File: src/design/kca_pkg.sv
// Shared types, constants and the fixed key table for the keypad click/autorepeat block.
// No dependencies; imported by kca_scan and keypad_click_autorepeat.
package kca_pkg;

   localparam int TABLE_SIZE  = 12;
   localparam int NUM_KEYS    = 12;
   localparam int ACTIVE_KEYS = (NUM_KEYS < TABLE_SIZE) ? NUM_KEYS : TABLE_SIZE;
   localparam int KEY_W       = 4;

   localparam logic [15:0] FIRST_DELAY_RST  = 16'd500;
   localparam logic [15:0] REPEAT_DELAY_RST = 16'd175;

   // configuration register indexes
   localparam logic CSR_FIRST_DELAY  = 1'b0;
   localparam logic CSR_REPEAT_DELAY = 1'b1;

   typedef logic [TABLE_SIZE-1:0] key_vec_type;

   typedef struct packed {
      logic [KEY_W-1:0] pressed;   // first key held now, 0 none
      logic [KEY_W-1:0] clicked;   // first key that went down, 0 none
      key_vec_type      held_now;  // per-entry held flags for this scan
   } scan_type;

   function automatic logic [1:0] key_group(input int idx);
      logic [1:0] grp;
      case (idx)
         0, 1, 2, 3: grp = 2'd0;
         4, 5:       grp = 2'd1;
         default:    grp = 2'd2;
      endcase
      return grp;
   endfunction

   function automatic logic [31:0] key_mask(input int idx);
      logic [31:0] m;
      case (idx)
         0:       m = 32'h0000_0008;
         1:       m = 32'h0000_0004;
         2:       m = 32'h0000_0001;
         3:       m = 32'h0000_0002;
         4:       m = 32'h0000_4000;
         5:       m = 32'h0000_0800;
         6:       m = 32'h0000_1001;
         7:       m = 32'h0000_0001;
         8:       m = 32'h0000_4000;
         9:       m = 32'h0000_2000;
         10:      m = 32'h0000_0040;
         default: m = 32'h0000_0040;
      endcase
      return m;
   endfunction

   // held flags of all table entries for one scan (active low words)
   function automatic key_vec_type held_keys(input logic [31:0] g0,
                                             input logic [31:0] g1,
                                             input logic [15:0] g2);
      key_vec_type v;
      logic [31:0] w;
      v = '0;
      for (int i = 0; i < TABLE_SIZE; i++) begin
         case (key_group(i))
            2'd0:    w = g0;
            2'd1:    w = g1;
            default: w = {16'h0000, g2};
         endcase
         v[i] = ((w & key_mask(i)) == 32'h0) && (i < ACTIVE_KEYS);
      end
      return v;
   endfunction

   // lowest set entry as entry+1, 0 when none
   function automatic logic [KEY_W-1:0] first_key(input key_vec_type v);
      logic [KEY_W-1:0] k;
      k = '0;
      for (int i = TABLE_SIZE - 1; i >= 0; i--) begin
         if (v[i]) k = KEY_W'(i + 1);
      end
      return k;
   endfunction

endpackage

File: src/design/keypad_click_autorepeat.sv
// Keypad scanner top level: click detection and autorepeat on a stream interface.
// Input reg, then result reg, with the key match and one 32-bit tick subtract between them.
// Throughput: one scan per cycle unless rsp_tready holds the result reg (rsp_tvalid is its valid).
// Reset (synchronous, active high): previous scan, repeat key, event tick and repeat flag
// clear to zero; first_delay returns to 500 and repeat_delay to 175; no transaction pending.
// Depends on kca_pkg and kca_scan.
module keypad_click_autorepeat import kca_pkg::*; (
   input  logic         clock,
   input  logic         reset,
   input  logic         req_tvalid,
   output logic         req_tready,
   input  logic [111:0] req_tdata,  // group_zero_bits, group_one_bits, group_two_bits, now_tick
   input  logic         req_tuser,  // clear_repeat
   output logic         rsp_tvalid,
   input  logic         rsp_tready,
   output logic [7:0]   rsp_tdata,  // auto_key, first_pressed
   output logic         rsp_tuser,  // is_repeat
   input  logic         csr_we,
   input  logic         csr_index,
   input  logic [15:0]  csr_wdata
);

   logic [15:0] first_delay_ff, first_delay_in;
   logic [15:0] repeat_delay_ff, repeat_delay_in;

   logic         s1_valid_ff, s1_valid_in;
   logic [111:0] s1_data_ff;
   logic         s1_clear_ff;

   logic             out_valid_ff, out_valid_in;
   logic [KEY_W-1:0] out_auto_ff, out_auto_in;
   logic [KEY_W-1:0] out_first_ff, out_first_in;
   logic             out_rep_ff, out_rep_in;

   logic [31:0]      prev_g0_ff, prev_g0_in;
   logic [31:0]      prev_g1_ff, prev_g1_in;
   logic [15:0]      prev_g2_ff, prev_g2_in;
   logic [KEY_W-1:0] repeat_key_ff, repeat_key_in;
   logic [31:0]      last_tick_ff, last_tick_in;
   logic             repeating_ff, repeating_in;

   logic        out_adv;
   logic        work;
   logic        req_take;
   scan_type    scan;
   logic [31:0] cur_g0, cur_g1, now;
   logic [15:0] cur_g2;
   logic [KEY_W-1:0] rk;
   logic [KEY_W-1:0] rk_idx;
   logic [31:0] diff;
   logic [15:0] limit;

   assign cur_g0 = s1_data_ff[31:0];
   assign cur_g1 = s1_data_ff[63:32];
   assign cur_g2 = s1_data_ff[79:64];
   assign now    = s1_data_ff[111:80];

   assign out_adv    = !out_valid_ff || rsp_tready;
   assign work       = s1_valid_ff && out_adv;
   assign req_tready = !s1_valid_ff || out_adv;
   assign req_take   = req_tvalid && req_tready;

   assign rsp_tvalid = out_valid_ff;
   assign rsp_tdata  = {out_first_ff, out_auto_ff};
   assign rsp_tuser  = out_rep_ff;

   kca_scan u_scan (
      .cur_g0 (cur_g0),
      .cur_g1 (cur_g1),
      .cur_g2 (cur_g2),
      .old_g0 (prev_g0_ff),
      .old_g1 (prev_g1_ff),
      .old_g2 (prev_g2_ff),
      .scan   (scan)
   );

   always_comb begin
      first_delay_in  = first_delay_ff;
      repeat_delay_in = repeat_delay_ff;
      if (csr_we) begin
         case (csr_index)
            CSR_FIRST_DELAY:  first_delay_in  = csr_wdata;
            CSR_REPEAT_DELAY: repeat_delay_in = csr_wdata;
            default: ;
         endcase
      end
   end

   always_comb begin
      s1_valid_in  = req_take ? 1'b1 : (work ? 1'b0 : s1_valid_ff);
      out_valid_in = work ? 1'b1 : (out_adv ? 1'b0 : out_valid_ff);
   end

   // step logic, applied when the stage-one scan moves to the result register
   always_comb begin
      rk     = s1_clear_ff ? '0 : repeat_key_ff;
      rk_idx = rk - KEY_W'(1);
      diff   = now - last_tick_ff;
      limit  = repeating_ff ? repeat_delay_ff : first_delay_ff;

      prev_g0_in    = prev_g0_ff;
      prev_g1_in    = prev_g1_ff;
      prev_g2_in    = prev_g2_ff;
      repeat_key_in = repeat_key_ff;
      last_tick_in  = last_tick_ff;
      repeating_in  = repeating_ff;
      out_auto_in   = out_auto_ff;
      out_first_in  = out_first_ff;
      out_rep_in    = out_rep_ff;

      if (work) begin
         prev_g0_in    = cur_g0;
         prev_g1_in    = cur_g1;
         prev_g2_in    = cur_g2;
         repeat_key_in = rk;
         out_auto_in   = '0;
         out_rep_in    = 1'b0;
         out_first_in  = scan.pressed;
         if (scan.clicked != '0) begin
            repeat_key_in = scan.clicked;
            repeating_in  = 1'b0;
            last_tick_in  = now;
            out_auto_in   = scan.clicked;
         end else if (rk != '0 && rk <= KEY_W'(ACTIVE_KEYS) && scan.held_now[rk_idx]) begin
            // wrapped difference read as signed; negative never repeats
            if (!diff[31] && diff > {16'h0000, limit}) begin
               repeating_in = 1'b1;
               last_tick_in = now;
               out_auto_in  = rk;
               out_rep_in   = 1'b1;
            end
         end else begin
            repeat_key_in = '0;
         end
      end
   end

   always_ff @(posedge clock) begin
      if (reset) begin
         first_delay_ff  <= FIRST_DELAY_RST;
         repeat_delay_ff <= REPEAT_DELAY_RST;
         s1_valid_ff     <= 1'b0;
         out_valid_ff    <= 1'b0;
         prev_g0_ff      <= '0;
         prev_g1_ff      <= '0;
         prev_g2_ff      <= '0;
         repeat_key_ff   <= '0;
         last_tick_ff    <= '0;
         repeating_ff    <= 1'b0;
      end else begin
         first_delay_ff  <= first_delay_in;
         repeat_delay_ff <= repeat_delay_in;
         s1_valid_ff     <= s1_valid_in;
         out_valid_ff    <= out_valid_in;
         prev_g0_ff      <= prev_g0_in;
         prev_g1_ff      <= prev_g1_in;
         prev_g2_ff      <= prev_g2_in;
         repeat_key_ff   <= repeat_key_in;
         last_tick_ff    <= last_tick_in;
         repeating_ff    <= repeating_in;
      end
   end

   // payload registers
   always_ff @(posedge clock) begin
      if (req_take) begin
         s1_data_ff  <= req_tdata;
         s1_clear_ff <= req_tuser;
      end
      out_auto_ff  <= out_auto_in;
      out_first_ff <= out_first_in;
      out_rep_ff   <= out_rep_in;
   end

endmodule

File: src/design/kca_scan.sv
// Key table match: held, first-pressed and clicked keys for one scan.
// Depends on kca_pkg for the table and the scan_type struct.
module kca_scan import kca_pkg::*; (
   input  logic [31:0] cur_g0,
   input  logic [31:0] cur_g1,
   input  logic [15:0] cur_g2,
   input  logic [31:0] old_g0,
   input  logic [31:0] old_g1,
   input  logic [15:0] old_g2,
   output scan_type    scan
);

   key_vec_type held_cur;
   key_vec_type held_old;

   always_comb begin
      held_cur      = held_keys(cur_g0, cur_g1, cur_g2);
      held_old      = held_keys(old_g0, old_g1, old_g2);
      scan.held_now = held_cur;
      scan.pressed  = first_key(held_cur);
      // click: not fully down last scan, fully down now
      scan.clicked  = first_key(held_cur & ~held_old);
   end

endmodule
File: config.mk
export PLATFORM = sky130hd
export DESIGN_NAME = keypad_click_autorepeat
export DESIGN_NICKNAME = d
export VERILOG_FILES = /design/src/design/kca_pkg.sv /design/src/design/keypad_click_autorepeat.sv /design/src/design/kca_scan.sv
export SDC_FILE = /design/constraint.sdc
export NUM_CORES = 1
export LEC_CHECK = 0
export ABC_AREA = 1
export ABC_CLOCK_PERIOD_IN_PS = 4300
export BUFFER_PORTS_ARGS = -buffer_cell sky130_fd_sc_hd__buf_4
export CAP_MARGIN = 20
export CELL_PAD_IN_SITES_DETAIL_PLACEMENT = 1
export CELL_PAD_IN_SITES_GLOBAL_PLACEMENT = 2
export CORE_AREA = 2 2 229 163
export DETAILED_ROUTE_END_ITERATION = 12
export DIE_AREA = 0 0 231 165
export MAX_ROUTING_LAYER = met4
export PLACE_DENSITY = 0.87
export SLEW_MARGIN = 15
export SYNTH_ARGS = -nofsm -noshare
export SYNTH_HDL_FRONTEND = slang
export SYNTH_HIERARCHICAL = 1
export SYNTH_SLANG_ARGS = --single-unit
File: constraint.sdc
create_clock -name clock -period 4.3 [get_ports clock]
set_input_delay 0 -clock clock [delete_from_list [all_inputs] [get_ports clock]]
set_output_delay 0 -clock clock [all_outputs]
set_load 0.01 [all_outputs]
==> After elaboration in Yosys (flattened, before gate mapping) <==
Cells that the tools add are included.
{ "word_totals": {"word_cells": 112, "register_bits": 227, "input_bits": 135} }
{ "op_classes": {"reduce_logical": 44, "order_cmp": 3, "n_mux": 42, "addsub": 2, "n_bitwise": 4} }
{ "ops": {"columns": ["operator", "n"], "rows": [
  ["$logic_not A32 Y1", 22],
  ["$mux W32", 3],
  ["$mux W4", 22],
  ["$gt A32 B16 Y1", 1],
  ["$sub A32 B32 Y32", 1],
  ["$mux W16", 1],
  ["$and A12 B12 Y12", 1],
  ["$mux W3", 4],
  ["$not A12 Y12", 1],
  ["$mux W1", 9],
  ["$reduce_bool A2 Y1", 4],
  ["$reduce_bool A4 Y1", 2],
  ["$reduce_or A7 Y1", 1],
  ["$logic_and A1 B1 Y1", 5],
  ["$lt A4 B5 Y1 const B", 1],
  ["$bmux W1 S4", 1],
  ["$le A4 B4 Y1 const B", 1],
  ["$mux W2", 2],
  ["$reduce_and A2 Y1", 2],
  ["$sub A4 B1 Y4 const B", 1],
  ["$logic_not A1 Y1", 3],
  ["$reduce_and A3 Y1", 1],
  ["$reduce_or A3 Y1", 1],
  ["$logic_or A1 B1 Y1", 2],
  ["2 further kinds", 3]
]} }

==> Longest topological paths before layout <==
{ "depth": {"word_depth": 18, "ltp_mapped": 30, "ltp_nobuf": 29} }

==> Hierarchy <==
The synthesis kept the hierarchy.
{ "modules_own_cells": {"columns": ["mod", "cells_per_inst", "area_each_um2", "instances"], "rows": [
  ["keypad_click_autorepeat", 1466, 12502.0, 1],
  ["kca_scan", 66, 296.5, 1]
]} }

==> Least setup slack after synthesis <==
Ideal clock, no wire load.
{ "synth_path": {"kind": "reg2reg", "from": "reg out_valid_ff, in the netlist rsp_tvalid", "to": "reg s1_clear_ff, enable pin", "synth_period_minus_slack_ps": 3264, "setup_ps": 466, "t_required_ps": 3834, "slack_ps": 1036, "stages_incl_launch_ff": 4, "path_buffers": 0, "arrival_ps": 2798, "cell_sequence": "dfxtp_1 -> nand3_1 -> nand2_1 -> inv_1"} }
{ "synth_between": {"elab_chain_len": 4} }
{ "synth_rtl": {"columns": ["element", "line_no", "rtl"], "rows": [
  ["start, declared", "keypad_click_autorepeat.sv:30", "logic out_valid_ff, out_valid_in;"],
  ["start signal, assigned", "keypad_click_autorepeat.sv:154", "out_valid_ff <= out_valid_in;"],
  ["$logic_not A1 Y1", "keypad_click_autorepeat.sv:58", "assign out_adv = !out_valid_ff || rsp_tready;"],
  ["$logic_or A1 B1 Y1", "keypad_click_autorepeat.sv:58", null],
  ["$logic_or A1 B1 Y1", "keypad_click_autorepeat.sv:60", "assign req_tready = !s1_valid_ff || out_adv;"],
  ["net req_tready", "keypad_click_autorepeat.sv:11", "output logic req_tready,"],
  ["$logic_and A1 B1 Y1", "keypad_click_autorepeat.sv:61", "assign req_take = req_tvalid && req_tready;"],
  ["net req_take", "keypad_click_autorepeat.sv:44", "logic req_take;"],
  ["end signal, assigned", "keypad_click_autorepeat.sv:168", "s1_clear_ff <= req_tuser;"],
  ["end, declared", "keypad_click_autorepeat.sv:28", "logic s1_clear_ff;"]
]} }
The timed path passes the listed nets, and every way through them passes these cells.
A chain may end at the register's enable or synchronous reset.

==> Worst setup path after layout <==
{ "layout_path": {"from": "reg s1_data_ff[84]", "to": "reg last_tick_ff[13]"} }
{ "layout_between": {"elab_chain_len": 5} }
{ "layout_rtl": {"columns": ["element", "line_no", "rtl"], "rows": [
  ["start, declared", "keypad_click_autorepeat.sv:27", "logic [111:0] s1_data_ff;"],
  ["start signal, assigned", "keypad_click_autorepeat.sv:167", "s1_data_ff <= req_tdata;"],
  ["$sub A32 B32 Y32 (*)", "keypad_click_autorepeat.sv:98", "diff = now - last_tick_ff;"],
  ["$gt A32 B16 Y1 / $logic_not A1 Y1 (equally long branches)", "keypad_click_autorepeat.sv:126", "if (!diff[31] && diff > {16'h0000, limit}) begin"],
  ["$logic_and A1 B1 Y1 (*)", "keypad_click_autorepeat.sv:126", null],
  ["$reduce_bool A2 Y1 (no source line) (*)", null, null],
  ["$reduce_and A3 Y1 (no source line) (*)", null, null],
  ["end signal, assigned", "keypad_click_autorepeat.sv:159", "last_tick_ff <= last_tick_in;"],
  ["end, declared", "keypad_click_autorepeat.sv:39", "logic [31:0] last_tick_ff, last_tick_in;"]
]} }
Mark *: on every way between the ends. The rest lies on a longest branch, timed or not.

==> run_results.csv <==
group,metric,value,unit
min_path,timing.hold.worst_path_depth,5,
floorplan,core_area,35700,sq um
min_path,worstHoldPathType,"in2reg",
worst_setup_path,setup.reg_to_reg.worst_slack,0.26,ns
worst_setup_path,worstSetupPathType,"reg2reg",
clock_tree,clkSinkCount,135,
placement,number_of_i_o_port_buffers,76,
detailed_routing,detail_route.first_pass.iterations,4,
cells_and_area,final_area,11100,sq um
timing,worst_slack,0.259,ns
job,max-cap-violations,1,
cells_and_area,diodes,0,
run_status,violations,"capacitance limit, slew limit",
clock_tree,cts-root-buf,"sky130_fd_sc_hd__clkbuf_16",
worst_setup_path,crit_path_top_delay_cell,"sky130_fd_sc_hd__edfxtp_1",
cells_and_area,syn2layout_area_growth,31.5,%
detailed_routing,drt_wl_total,28000,um
synth,post_synth_instance_area,8460,sq um
worst_setup_path,critical_path.startpoint_type,"flop",
timing,achievable-frequency,247,MHz
floorplan,die_width,231,um
run_status,status,"complete, but fails checks",
min_path,hp-start,"csr_index",
timing,fin_setup_tns,0,ns
worst_setup_path,path_cells,"ha_1, nand2_1, nor2_1, nand2_1, nand2_2, a31oi_2, xnor2_1, ha_1, nand2_1, nor2_1, nand2_1, nor2_2, nand4_1, nand2_2, nand3_1, nor2_1, nand3_1, nor2_1, nand2_1, nand2_4, nand2_4, nand2_8, nand2_2, a21oi_2",
synth,avgSynthCellArea,7.17,sq um
floorplan,design.die.area,38100,sq um
timing,timing_max_transition_violations_final,5,
cells_and_area,layout_commonest_cell,"sky130_fd_sc_hd__nand2_1",
clock_tree,clockBufferDepth,2,
detailed_routing,number_of_vias_per_cell,4.32,
worst_setup_path,slowest_delay,0.41,ns
grt,gr-usage-all-layers,14.7,%
grt,grt_antenna_before_repair,0,
timing,period_minus_slack,4.04,ns
timing,finClkSkew,0.0102,ns
placement,gpl.final_weighted_congestion,0.836,
placement,place.detailed.instances,1699,
pwr,power.density,376,nW/um^2
worst_setup_path,reg2regPathDepth,24,
clock_tree,h-tree-depth,4,
clock_tree,cts_tree,"done",
worst_setup_path,critPathMaxFanout,8,
worst_setup_path,end_kind,"flop",
timing,timing.slew.headroom,-26.0,%
cells_and_area,finish.cell_count_without_fillers,1805,
grt,grt_first_pass_wirelength,42000,um
clock_tree,tritoncts.num_buffers,17,
placement,cell_area_reported_after_detailed_placement,9450,sq um
cells_and_area,post_route_cells_drive_above_1_share,18.2,%
clock_tree,clk-insertion-delay-late,0.45,ns
timing,share_of_the_cycle_needed_by_the_critical_path_after_routing,94.0,%
detailed_routing,detail-route-antenna-nets,0,
grt,global_route.overflow_total,0,
detailed_routing,detailroute.via_count,7796,
worst_setup_path,worst_ep_required_time,4.67,ns
floorplan,die_h,165,um
synth,syn_nets,1365,
pwr,cellLeakagePower,5.01,nW
min_path,holdPathEnd,"first_delay_ff[2]$_SDFFE_PP1P_",
timing,timing.final.setup_violations,0,
worst_setup_path,critical-path-top-cell-by-count,"sky130_fd_sc_hd__nand2_1",
floorplan,row_count,58,
worst_setup_path,timing.rr.start,"s1_data_ff[84]$_DFFE_PP_",
timing,fin_hold_ws,0.0552,ns
timing,worst_pin_slew,1.87,ns
synth,synth_cells,1180,
pwr,worst_ir_drop_vdd,0.000297,V
placement,hpwlAfterDp,19700,um
floorplan,ios,146,
cells_and_area,commonest_cells_after_routing_fill_and_taps_aside,"sky130_fd_sc_hd__nand2_1 (327), sky130_fd_sc_hd__inv_1 (171), sky130_fd_sc_hd__nor2_1 (119), sky130_fd_sc_hd__nand3_1 (88), sky130_fd_sc_hd__buf_4 (83)",
synth,ys_warn_count,6,
worst_setup_path,arrival,4.41,ns
timing,report.final.hold_viol_count,0,
detailed_routing,first_iter_violations,378,
placement,dp_slack,0.173,ns
detailed_routing,route.detailed.wl_per_inst,15.5,um
grt,vias_in_the_first_global_route,7906,
cells_and_area,layout.nets,1497,
floorplan,start_util,23.7,%
clock_tree,clock_slew_at_the_register_clock_pins_of_the_worst_setup_and_hold_paths,0.07,ns
worst_setup_path,reg2reg_to,"last_tick_ff[13]$_SDFFE_PP0P_",
detailed_routing,drc,0,
grt,grt_start_max_net_pins,48,
## worst max-delay path by stage
stage / startpoint / end / slack [ns] / cells past startpoint
4_1_cts: s1_data_ff[80]$_DFFE_PP_ / last_tick_ff[0]$_SDFFE_PP0P_ / 0.14 / 26
6_report: s1_data_ff[84]$_DFFE_PP_ / last_tick_ff[13]$_SDFFE_PP0P_ / 0.26 / 24
2_1_floorplan: s1_data_ff[86]$_DFFE_PP_ / last_tick_ff[10]$_SDFFE_PP0P_ / 1.14 / 24
3_3_place_gp: s1_data_ff[80]$_DFFE_PP_ / repeating_ff$_SDFFE_PP0P_ / 0.30 / 26
5_1_grt: s1_data_ff[91]$_DFFE_PP_ / last_tick_ff[23]$_SDFFE_PP0P_ / -0.03 / 25
3_5_place_dp: s1_data_ff[80]$_DFFE_PP_ / last_tick_ff[0]$_SDFFE_PP0P_ / 0.17 / 26
## per-stage QoR
stage / power, mW / utilization, %
floorplan: 2.12 / -
global placement: 2.38 / 26.5
detailed placement: 2.41 / 26.5
CTS: 4.07 / 30.0
global route: 4.43 / 31.2
finish: 4.18 / 31.2
## worst max-delay path, delay by kind of cell, from the launching register on
kind / cells / cell delay, ns
XOR/XNOR: 1 / 0.17
flip-flops: 1 / 0.41
AO/OA/AOI/OAI: 2 / 0.23
AND/OR/NAND/NOR: 19 / 2.42
adder cells (fa/ha/maj): 2 / 0.71
## layout make-up
type	count	area, sq um
fill	4328	24600
multi-input combinational	821	4580
sequential	135	3230
timing repair buffer	152	1390
inverter	185	694
tap	480	601
clock buffer	17	425
clock inverter	15	201
## repair_timing
action                     in CTS  in global routing
hold buffers                   62                  0
setup endpoints to repair       0                 38
hold endpoints to repair       78                  0
gates resized for setup         0                 46
setup buffers                   0                  3
## metal layers
metal / vias up / track usage [%] / part of all wire (%)
met4: 0 / 3.96 / 1.3
met1: 3709 / 21.2 / 54
met5: - / - / 0
li1: 3974 / - / -
met2: 90 / 20.7 / 42
met3: 23 / 2.73 / 3.2
## registers in the layout (all words and copies together), names as in the netlist, 4 cells and up
register,flops
out_first_ff,4
prev_g0_ff,4
first_delay_ff,16
repeat_key_ff,4
prev_g2_ff,5
repeat_delay_ff,16
last_tick_ff,32
out_auto_ff,4
s1_data_ff,43
## where the power goes
group / total [mW] / switching [mW] / internal (mW)
combinational: 1.12 / 0.676 / 0.441
sequential: 1.47 / 0.0555 / 1.42
clock: 1.59 / 0.619 / 0.972
total: 4.18 / 1.35 / 2.83
(Power assumes the default switching activity.)
